$ cat src/hdl/seaf_pkg.sv
package seaf_pkg;

    // Commands carried in s_tuser
    localparam logic [1:0] CMD_START_RD = 2'd0;
    localparam logic [1:0] CMD_START_WR = 2'd1;
    localparam logic [1:0] CMD_RESPONSE = 2'd2;

    // Response states
    localparam logic [1:0] RSP_RECEIVED  = 2'd0;
    localparam logic [1:0] RSP_TIMED_OUT = 2'd1;

    // Datagram kinds
    localparam logic [1:0] DG_APWR = 2'd0;
    localparam logic [1:0] DG_NPWR = 2'd1;
    localparam logic [1:0] DG_APRD = 2'd2;
    localparam logic [1:0] DG_NPRD = 2'd3;

    // Sequencer status
    localparam logic [1:0] ST_IDLE    = 2'd0;
    localparam logic [1:0] ST_RUNNING = 2'd1;
    localparam logic [1:0] ST_DONE    = 2'd2;
    localparam logic [1:0] ST_ERROR   = 2'd3;

    // Error causes
    localparam logic [2:0] ERR_NONE       = 3'd0;
    localparam logic [2:0] ERR_NO_RX      = 3'd1;
    localparam logic [2:0] ERR_BAD_WKC    = 3'd2;
    localparam logic [2:0] ERR_BUSY_TMO   = 3'd3;
    localparam logic [2:0] ERR_WR_FAILED  = 3'd4;

    // Configuration register indexes
    localparam logic CFG_TIMEOUT_TICKS = 1'b0;
    localparam logic CFG_RETRY_LIMIT   = 1'b1;

    localparam logic [31:0] TIMEOUT_RESET = 32'd10000000;
    localparam logic [7:0]  RETRY_RESET   = 8'd3;

    // SII control bytes and status bits
    localparam logic [7:0]  SII_CTRL_RD0   = 8'h00;
    localparam logic [7:0]  SII_CTRL_RD1   = 8'h01;
    localparam logic [7:0]  SII_CTRL_WR0   = 8'h01;
    localparam logic [7:0]  SII_CTRL_WR1   = 8'h02;
    localparam logic [7:0]  SII_BUSY_RD    = 8'h81;
    localparam logic [7:0]  SII_BUSY_WR    = 8'h82;
    localparam logic [7:0]  SII_ERR_BIT    = 8'h40;
    localparam logic [15:0] WKC_OK         = 16'd1;

    localparam logic [3:0] LEN_RD_INIT = 4'd4;
    localparam logic [3:0] LEN_RD_POLL = 4'd10;
    localparam logic [3:0] LEN_WR_INIT = 4'd8;
    localparam logic [3:0] LEN_WR_POLL = 4'd2;

    localparam int IN_TDATA_W  = 176;
    localparam int OUT_TDATA_W = 128;

    typedef struct packed {
        logic [31:0] timeout_ticks;
        logic [7:0]  retry_limit;
    } cfg_t;

    typedef struct packed {
        logic [1:0]  command;
        logic [15:0] slave_address;
        logic        node_addressing;
        logic [15:0] word_offset;
        logic [15:0] write_word;
        logic [1:0]  response_state;
        logic [15:0] wkc;
        logic [7:0]  status_byte;
        logic [31:0] response_data;
        logic [31:0] sent_time;
        logic [31:0] received_time;
    } in_item_t;

    typedef struct packed {
        logic        send_request;
        logic [1:0]  datagram_kind;
        logic [15:0] datagram_address;
        logic [3:0]  datagram_length;
        logic [63:0] datagram_payload;
        logic [1:0]  status;
        logic [2:0]  error_cause;
        logic [31:0] read_value;
    } out_item_t;

endpackage

$ cat src/hdl/seaf_fsm.sv
module seaf_fsm
    import seaf_pkg::*;
(
    input  logic      aclk,
    input  logic      aresetn,
    input  cfg_t      cfg,
    input  logic      step,
    input  in_item_t  item,
    output out_item_t result
);

    typedef enum logic [2:0] {
        PH_IDLE    = 3'd0,
        PH_RD_INIT = 3'd1,
        PH_RD_POLL = 3'd2,
        PH_WR_INIT = 3'd3,
        PH_WR_POLL = 3'd4,
        PH_RD_DONE = 3'd5,
        PH_WR_DONE = 3'd6,
        PH_ERROR   = 3'd7
    } phase_t;

    phase_t      phase_reg, phase_next;
    logic [7:0]  retries_reg, retries_next;
    logic [31:0] poll_start_reg, poll_start_next;
    logic        one_more_reg, one_more_next;
    logic [15:0] target_reg, target_next;
    logic        node_reg, node_next;
    logic [15:0] offset_reg, offset_next;
    logic [31:0] data_reg, data_next;
    logic [2:0]  err_reg, err_next;
    out_item_t   result_reg, result_next;

    logic        running;
    logic        send;
    logic [7:0]  busy_mask;
    logic [31:0] elapsed;

    assign running   = (phase_reg == PH_RD_INIT) || (phase_reg == PH_RD_POLL) ||
                       (phase_reg == PH_WR_INIT) || (phase_reg == PH_WR_POLL);
    assign busy_mask = (phase_reg == PH_RD_POLL) ? SII_BUSY_RD : SII_BUSY_WR;
    assign elapsed   = item.received_time - poll_start_reg;

    always_comb begin
        phase_next      = phase_reg;
        retries_next    = retries_reg;
        poll_start_next = poll_start_reg;
        one_more_next   = one_more_reg;
        target_next     = target_reg;
        node_next       = node_reg;
        offset_next     = offset_reg;
        data_next       = data_reg;
        err_next        = err_reg;
        send            = 1'b0;
        result_next     = '0;

        if (item.command == CMD_START_RD || item.command == CMD_START_WR) begin
            target_next  = item.slave_address;
            offset_next  = item.word_offset;
            retries_next = cfg.retry_limit;
            err_next     = ERR_NONE;
            send         = 1'b1;
            if (item.command == CMD_START_RD) begin
                node_next  = item.node_addressing;
                data_next  = '0;
                phase_next = PH_RD_INIT;
            end else begin
                node_next  = 1'b1;
                data_next  = {16'd0, item.write_word};
                phase_next = PH_WR_INIT;
            end
        end else if (item.command == CMD_RESPONSE && running) begin
            if (item.response_state == RSP_TIMED_OUT && retries_reg != 8'd0) begin
                retries_next = retries_reg - 8'd1;
                send         = 1'b1;
            end else if (item.response_state != RSP_RECEIVED) begin
                phase_next = PH_ERROR;
                err_next   = ERR_NO_RX;
            end else if (item.wkc != WKC_OK) begin
                phase_next = PH_ERROR;
                err_next   = ERR_BAD_WKC;
            end else if (phase_reg == PH_RD_INIT || phase_reg == PH_WR_INIT) begin
                poll_start_next = item.sent_time;
                one_more_next   = 1'b1;
                retries_next    = cfg.retry_limit;
                phase_next      = (phase_reg == PH_RD_INIT) ? PH_RD_POLL : PH_WR_POLL;
                send            = 1'b1;
            end else if ((item.status_byte & busy_mask) != 8'd0) begin
                // still busy: poll again, with one grace poll past the deadline
                if (elapsed >= cfg.timeout_ticks && !one_more_reg) begin
                    phase_next = PH_ERROR;
                    err_next   = ERR_BUSY_TMO;
                end else begin
                    if (elapsed >= cfg.timeout_ticks) begin
                        one_more_next = 1'b0;
                    end
                    retries_next = cfg.retry_limit;
                    send         = 1'b1;
                end
            end else if (phase_reg == PH_RD_POLL) begin
                data_next  = item.response_data;
                phase_next = PH_RD_DONE;
            end else if ((item.status_byte & SII_ERR_BIT) != 8'd0) begin
                phase_next = PH_ERROR;
                err_next   = ERR_WR_FAILED;
            end else begin
                phase_next = PH_WR_DONE;
            end
        end

        if (send) begin
            result_next.send_request     = 1'b1;
            result_next.datagram_address = target_next;
            case (phase_next)
                PH_RD_INIT: begin
                    result_next.datagram_kind    = node_next ? DG_NPWR : DG_APWR;
                    result_next.datagram_length  = LEN_RD_INIT;
                    result_next.datagram_payload = {32'd0, offset_next,
                                                    SII_CTRL_RD1, SII_CTRL_RD0};
                end
                PH_RD_POLL: begin
                    result_next.datagram_kind    = node_next ? DG_NPRD : DG_APRD;
                    result_next.datagram_length  = LEN_RD_POLL;
                end
                PH_WR_INIT: begin
                    result_next.datagram_kind    = DG_NPWR;
                    result_next.datagram_length  = LEN_WR_INIT;
                    result_next.datagram_payload = {data_next[15:0], 16'd0, offset_next,
                                                    SII_CTRL_WR1, SII_CTRL_WR0};
                end
                PH_WR_POLL: begin
                    result_next.datagram_kind    = DG_NPRD;
                    result_next.datagram_length  = LEN_WR_POLL;
                end
                default: begin
                    result_next.send_request     = 1'b0;
                    result_next.datagram_address = '0;
                end
            endcase
        end

        case (phase_next)
            PH_IDLE: begin
                result_next.status = ST_IDLE;
            end
            PH_RD_DONE: begin
                result_next.status     = ST_DONE;
                result_next.read_value = data_next;
            end
            PH_WR_DONE: begin
                result_next.status = ST_DONE;
            end
            PH_ERROR: begin
                result_next.status      = ST_ERROR;
                result_next.error_cause = err_next;
            end
            default: begin
                result_next.status = ST_RUNNING;
            end
        endcase
    end

    always_ff @(posedge aclk) begin
        if (!aresetn) begin
            phase_reg      <= PH_IDLE;
            retries_reg    <= '0;
            poll_start_reg <= '0;
            one_more_reg   <= 1'b0;
            target_reg     <= '0;
            node_reg       <= 1'b0;
            offset_reg     <= '0;
            data_reg       <= '0;
            err_reg        <= ERR_NONE;
        end else if (step) begin
            phase_reg      <= phase_next;
            retries_reg    <= retries_next;
            poll_start_reg <= poll_start_next;
            one_more_reg   <= one_more_next;
            target_reg     <= target_next;
            node_reg       <= node_next;
            offset_reg     <= offset_next;
            data_reg       <= data_next;
            err_reg        <= err_next;
        end
        if (step) begin
            result_reg <= result_next;
        end
    end

    assign result = result_reg;

endmodule

$ cat src/hdl/slave_eeprom_access_fsm_unit.sv
// EEPROM access sequencer for a slave information interface.
// Input stream: one word per command. s_tuser carries the command (start read,
// start write, datagram response event); s_tdata carries the addressing,
// write data and, for response events, the returned datagram's state, working
// counter, status byte, data and timestamps.
// Output stream: exactly one word per accepted input word, giving the datagram
// to send next (if any) plus the sequencer status, error cause and read value.
// Latency: the result word is valid the cycle after the input word is taken.
// Throughput: one word per cycle unless stalled; all decisions are a single pass
// of logic from the accepted word and the phase registers into the output register.
// Stall: s_tready = output register empty or being taken this cycle, so the
// block keeps accepting while the receiver drains, and holds when it stalls.
// Config: cfg_wr_en/cfg_index/cfg_wdata write timeout_ticks (index 0) and
// retry_limit (index 1); write only while idle.
// Reset (aresetn low, synchronous): phase idle, counters cleared, output empty,
// timeout_ticks = 10000000, retry_limit = 3.
module slave_eeprom_access_fsm_unit
    import seaf_pkg::*;
(
    input  logic                   aclk,
    input  logic                   aresetn,
    // config write port
    input  logic                   cfg_wr_en,
    input  logic                   cfg_index,
    input  logic [31:0]            cfg_wdata,
    // input stream
    input  logic                   s_tvalid,
    output logic                   s_tready,
    // s_tdata, low bit up: slave_address[15:0], node_addressing[16],
    // word_offset[32:17], write_word[48:33], response_state[50:49],
    // wkc[66:51], status_byte[74:67], response_data[106:75],
    // sent_time[138:107], received_time[170:139], zero fill[175:171]
    input  logic [IN_TDATA_W-1:0]  s_tdata,
    // s_tuser: command[1:0]
    input  logic [1:0]             s_tuser,
    // result stream
    output logic                   m_tvalid,
    input  logic                   m_tready,
    // m_tdata, low bit up: send_request[0], datagram_kind[2:1],
    // datagram_address[18:3], datagram_length[22:19], datagram_payload[86:23],
    // status[88:87], error_cause[91:89], read_value[123:92], zero fill[127:124]
    output logic [OUT_TDATA_W-1:0] m_tdata
);

    cfg_t      cfg_reg;
    logic      m_valid_reg, m_valid_next;
    logic      step;
    in_item_t  item;
    out_item_t result;

    // Config registers
    always_ff @(posedge aclk) begin
        if (!aresetn) begin
            cfg_reg.timeout_ticks <= TIMEOUT_RESET;
            cfg_reg.retry_limit   <= RETRY_RESET;
        end else if (cfg_wr_en) begin
            case (cfg_index)
                CFG_TIMEOUT_TICKS: cfg_reg.timeout_ticks <= cfg_wdata;
                CFG_RETRY_LIMIT:   cfg_reg.retry_limit   <= cfg_wdata[7:0];
                default:           cfg_reg               <= cfg_reg;
            endcase
        end
    end

    // Output register handshake: take a new word whenever the slot frees up
    assign s_tready = !m_valid_reg || m_tready;
    assign step     = s_tvalid && s_tready;

    always_comb begin
        m_valid_next = m_valid_reg;
        if (step) begin
            m_valid_next = 1'b1;
        end else if (m_tready) begin
            m_valid_next = 1'b0;
        end
    end

    always_ff @(posedge aclk) begin
        if (!aresetn) begin
            m_valid_reg <= 1'b0;
        end else begin
            m_valid_reg <= m_valid_next;
        end
    end

    // Unpack the input word
    assign item.command         = s_tuser;
    assign item.slave_address   = s_tdata[15:0];
    assign item.node_addressing = s_tdata[16];
    assign item.word_offset     = s_tdata[32:17];
    assign item.write_word      = s_tdata[48:33];
    assign item.response_state  = s_tdata[50:49];
    assign item.wkc             = s_tdata[66:51];
    assign item.status_byte     = s_tdata[74:67];
    assign item.response_data   = s_tdata[106:75];
    assign item.sent_time       = s_tdata[138:107];
    assign item.received_time   = s_tdata[170:139];

    seaf_fsm u_fsm (
        .aclk    (aclk),
        .aresetn (aresetn),
        .cfg     (cfg_reg),
        .step    (step),
        .item    (item),
        .result  (result)
    );

    assign m_tvalid = m_valid_reg;
    assign m_tdata  = {4'd0,
                       result.read_value,
                       result.error_cause,
                       result.status,
                       result.datagram_payload,
                       result.datagram_length,
                       result.datagram_address,
                       result.datagram_kind,
                       result.send_request};

`ifndef NO_ASSERTIONS
    // An accepted word always shows up in the output register next cycle
    a_step_fills: assert property (@(posedge aclk) disable iff (!aresetn)
        step |=> m_valid_reg)
        else $error("accepted word did not reach output register");

    // Error cause only reported together with error status
    a_cause_status: assert property (@(posedge aclk) disable iff (!aresetn)
        (m_valid_reg && result.error_cause != ERR_NONE) |-> result.status == ST_ERROR)
        else $error("error cause without error status");

    // Read value only nonzero with done status
    a_value_status: assert property (@(posedge aclk) disable iff (!aresetn)
        (m_valid_reg && result.read_value != 32'd0) |-> result.status == ST_DONE)
        else $error("read value outside done status");

    // No datagram means zero length, payload and address; a datagram implies running
    a_dgram_fields: assert property (@(posedge aclk) disable iff (!aresetn)
        (m_valid_reg && !result.send_request) |->
            (result.datagram_length == 4'd0 && result.datagram_payload == 64'd0 &&
             result.datagram_address == 16'd0))
        else $error("datagram fields set without send request");

    a_send_running: assert property (@(posedge aclk) disable iff (!aresetn)
        (m_valid_reg && result.send_request) |-> result.status == ST_RUNNING)
        else $error("send request while not running");
`endif

endmodule
$ cat config.mk
export PLATFORM = sky130hd
export DESIGN_NAME = slave_eeprom_access_fsm_unit
export DESIGN_NICKNAME = d
export VERILOG_FILES = /design/src/hdl/seaf_pkg.sv /design/src/hdl/seaf_fsm.sv /design/src/hdl/slave_eeprom_access_fsm_unit.sv
export SDC_FILE = /design/constraint.sdc
export NUM_CORES = 1
export LEC_CHECK = 0
export ABC_CLOCK_PERIOD_IN_PS = 14110
export BUFFER_PORTS_ARGS = -buffer_cell sky130_fd_sc_hd__buf_4
export CAP_MARGIN = 40
export CORE_MARGIN = 4
export CORE_UTILIZATION = 33
export DETAILED_ROUTE_END_ITERATION = 10
export GPL_TIMING_DRIVEN = 0
export SLEW_MARGIN = 0
export SYNTH_ARGS = -nofsm -noshare
export SYNTH_HDL_FRONTEND = slang
export SYNTH_SLANG_ARGS = --single-unit
$ cat constraint.sdc
create_clock -name aclk -period 14.11 [get_ports aclk]
set_clock_uncertainty 0.15 [all_clocks]
set_input_delay 0.7055 -clock aclk [delete_from_list [all_inputs] [get_ports aclk]]
set_output_delay 0.7055 -clock aclk [all_outputs]
set_load 0.05 [all_outputs]
==> key figures <==
Routing
  • Via count: 11.2k
  • Antenna Violating Nets Remaining: 0
  • Residual DRC: 0
  • DRT iter0 DRCs: 384
  • Wire length per cell: 16.1 um
  • Total wire length: 38.2 mm
  • Pre-Repair DR Iteration Count: 4
  • Via-to-Cell Ratio: around 4.7

Final layout
  • Max reg flops: between 90 and 100
  • Most common cell after layout, fill and taps aside: buf_4
  • Layout cells sized above 1: 22.3%
  • Area growth from synthesis to layout: 32.1%
  • Cell Count, Final, Fillers Out: between 2k and 2.5k
  • Nets: roughly 2.1k
  • Most frequent cells in the layout: buf_4, nand2_1, a21oi_1

Critical path
  • Critical path data required time: 14.24 ns
  • Arr. time, crit path: 7.03 ns
  • Worst-path fanout max: 10
  • Worst-case reg-to-reg path depth: 22
  • Startpoint type of the worst setup path: flop
  • Critical path class: flop to flop
  • Crit path capture type: flop
  • Reg2Reg Setup Slack: roughly 7 ns

CTS
  • Clock buffer count from CTS: 29
  • Hold Buf Count CTS: 0
  • Clk pin slew, worst setup/hold paths: 0.06 ns
  • Clock Path Buffers: 3
  • Clock sink count: 245
  • Post-CTS Setup Inserts: 0
  • Resize count post-CTS: 0
  • Clk Latency, worst-skew pair: around 0.56 ns
  • TritonCTS clock tree: yes
  • Root Driver: clkbuf_16
  • H-tree depth: 1

Timing
  • Min cycle time layout: 6.90 ns
  • Measured slew at the worst slew-check pin: roughly 0.88 ns
  • Final hold slack: 0.217 ns
  • Slew Limit Headroom: between 40% and 50%
  • Final hold violations: 0
  • Final period util: 48.9%
  • Final setup violation count: 0
  • RSZ-0062 raised after global routing: no
  • Fin Setup TNS: 0 ns
  • Max frequency: 0.145 GHz
  • Final Max Slew Viols: 0

Global route
  • GR peak layer: met2
  • Grt met2 use: 30.7%
  • Grt met1 use: 21.8%
  • Vias in the first global route: 11.1k
  • Initial antenna violation count: 3
  • Met3 Use GR: 3.93%
  • Global-route wire length before repair: 58.9 mm
  • Largest net degree at the start of global routing: 55
  • GRT Residual Overflow: 0
  • All-Layer GR Usage: 17.4%

Die
  • Row Count: roughly 70
  • Die area: 41400 sq um
  • Total core area: 37700 sq um
  • Die X-Extent: approximately 200 um
  • Io pins: approximately 350
  • Die Span Y: between 200 and 250 um
  • Initial Util: between 30 and 40%

Power
  • PwrDens: roughly 110 nW/um^2
  • Pwr Total: 1.88 mW
  • P_leak: 6.72 nW
  • Peak supply drop: slightly below 90 uV

Outcome
  • Run status: complete, no violations

Placement
  • Gpl congestion: slightly below 0.9
  • Port buffer count: 301
  • Dpl cells: 2313
  • HPWL after detailed placement: 29.8 mm

Yosys
  • Post-synth top flop: dfxtp_1
  • Syn_area_per_cell: 8.62 sq um
  • Sequential-to-total area share from yosys stat: 46.1%
  • Seq cells post-synth: 245
  • Asr flop ratio synth: 0%
  • Cell area after technology mapping: 12600 sq um
  • Synth Warn #: 0
  • Synthesized instance count: 1465
  • Post-synth EDFFs: 92
  • Netlist cell types: 67

Hold path
  • Worst hold path cell count: 3
  • Hold Crit Class: primary input to flop

Flow run
  • Number of max-cap violations: 0
-- power breakdown --
part | internal, mW | total, mW | switching [mW]
Clock | 0.454 | 0.759 | 0.304
Sequential | 0.766 | 0.780 | 0.0135
Combinational | 0.131 | 0.346 | 0.215
Total | 1.35 | 1.88 | 0.533
-- logic make-up after synthesis --
group	Yosys count	share of synthesized area, %
xor+xnor	30	2.08
buf+inv	197	7.22
mux	34	2.71
fa+ha+maj	66	6.60
flops	245	46.1
simple gates	536	18.3
other cells	1	0.0297
compound gates	356	16.9
-- path summary, 6_finish.rpt --
path	from	endpoint
setup / recovery	u_fsm.poll_start_reg[0]	u_fsm.result[13]
hold / removal	cfg_wdata[19]	cfg_reg[27]
setup reg to reg	u_fsm.poll_start_reg[0]	u_fsm.result[13]
hold reg to reg	u_fsm.poll_start_reg[19]	u_fsm.poll_start_reg[19]
-- cells in the mapped netlist (4+ instances only) --
| cell type | n | area share, % |
|---|---|---|
| a211o_1 | 5 | 0.35 |
| a211oi_1 | 23 | 1.4 |
| a21o_1 | 8 | 0.48 |
| a21oi_1 | 200 | 7.9 |
| a22oi_1 | 16 | 0.95 |
| a31oi_1 | 7 | 0.35 |
| and3_1 | 4 | 0.20 |
| and4_1 | 5 | 0.35 |
| buf_2 | 4 | 0.16 |
| buf_4 | 36 | 2.1 |
| clkbuf_1 | 70 | 2.1 |
| dfxtp_1 | 153 | 24 |
| edfxtp_1 | 92 | 22 |
| ha_1 | 65 | 6.4 |
| inv_1 | 82 | 2.4 |
| mux2i_1 | 33 | 2.6 |
| nand2_1 | 309 | 9.2 |
| nand2b_1 | 11 | 0.55 |
| nand3_1 | 13 | 0.52 |
| nand4_1 | 6 | 0.30 |
| nor2_1 | 134 | 4.0 |
| nor2_4 | 9 | 0.80 |
| nor2b_1 | 9 | 0.45 |
| nor3_1 | 10 | 0.40 |
| nor3b_1 | 4 | 0.24 |
| nor4_1 | 5 | 0.25 |
| o211ai_1 | 16 | 0.95 |
| o21a_1 | 10 | 0.59 |
| o21ai_0 | 32 | 1.3 |
| or3_1 | 7 | 0.35 |
| xnor2_1 | 20 | 1.4 |
| xor2_1 | 10 | 0.69 |
-- worst max-delay path, stage by stage, from the launching register on --
cell       delay [ns]
dfxtp_1          0.34
ha_1             0.18
inv_1            0.06
fa_1             0.43
a21oi_1          0.19
nor2_1           0.09
o31ai_1          0.42
a311oi_1         0.24
o21ai_0          0.43
o21ai_0          0.28
a21o_1           0.23
a21oi_1          0.17
xnor2_1          0.15
ha_1             0.25
and4_1           0.20
a221oi_1         0.37
o21ai_0          0.26
o2bb2ai_1        0.36
o41ai_1          0.80
nor2_1           0.15
nand2_1          0.26
clkbuf_1         0.42
nor2_1           0.17
-- layout make-up --
type / count / area (sq um)
fill: 3836 / 21000
multi-input combinational: 1056 / 6010
sequential: 245 / 5830
timing repair buffer: 304 / 2310
clock buffer: 40 / 807
tap: 511 / 639
buffer: 114 / 603
inverter: 83 / 312
clock inverter: 14 / 159
antenna: 3 / 7.51
-- per-layer routing --
metal  wire, um  vias up  part of all wire [%]
met5          0        -                     0
met4        835        0                   2.2
met3       2460       53                   6.4
met2      18600      312                    49
met1      16200     5116                    43
li1           -     5702                     -
-- metrics by stage --
step | instance area (sq um) | setup slack, ns | utilization (%)
floorplan | 12700 | 8.53 | -
global placement | 15600 | 6.67 | 41.5
detailed placement | 15700 | 6.65 | 41.7
CTS | 16700 | 7.17 | 44.2
global route | 16700 | 6.66 | 44.3
finish | 16700 | 7.21 | 44.3
Power figures use the tool's default switching activity.
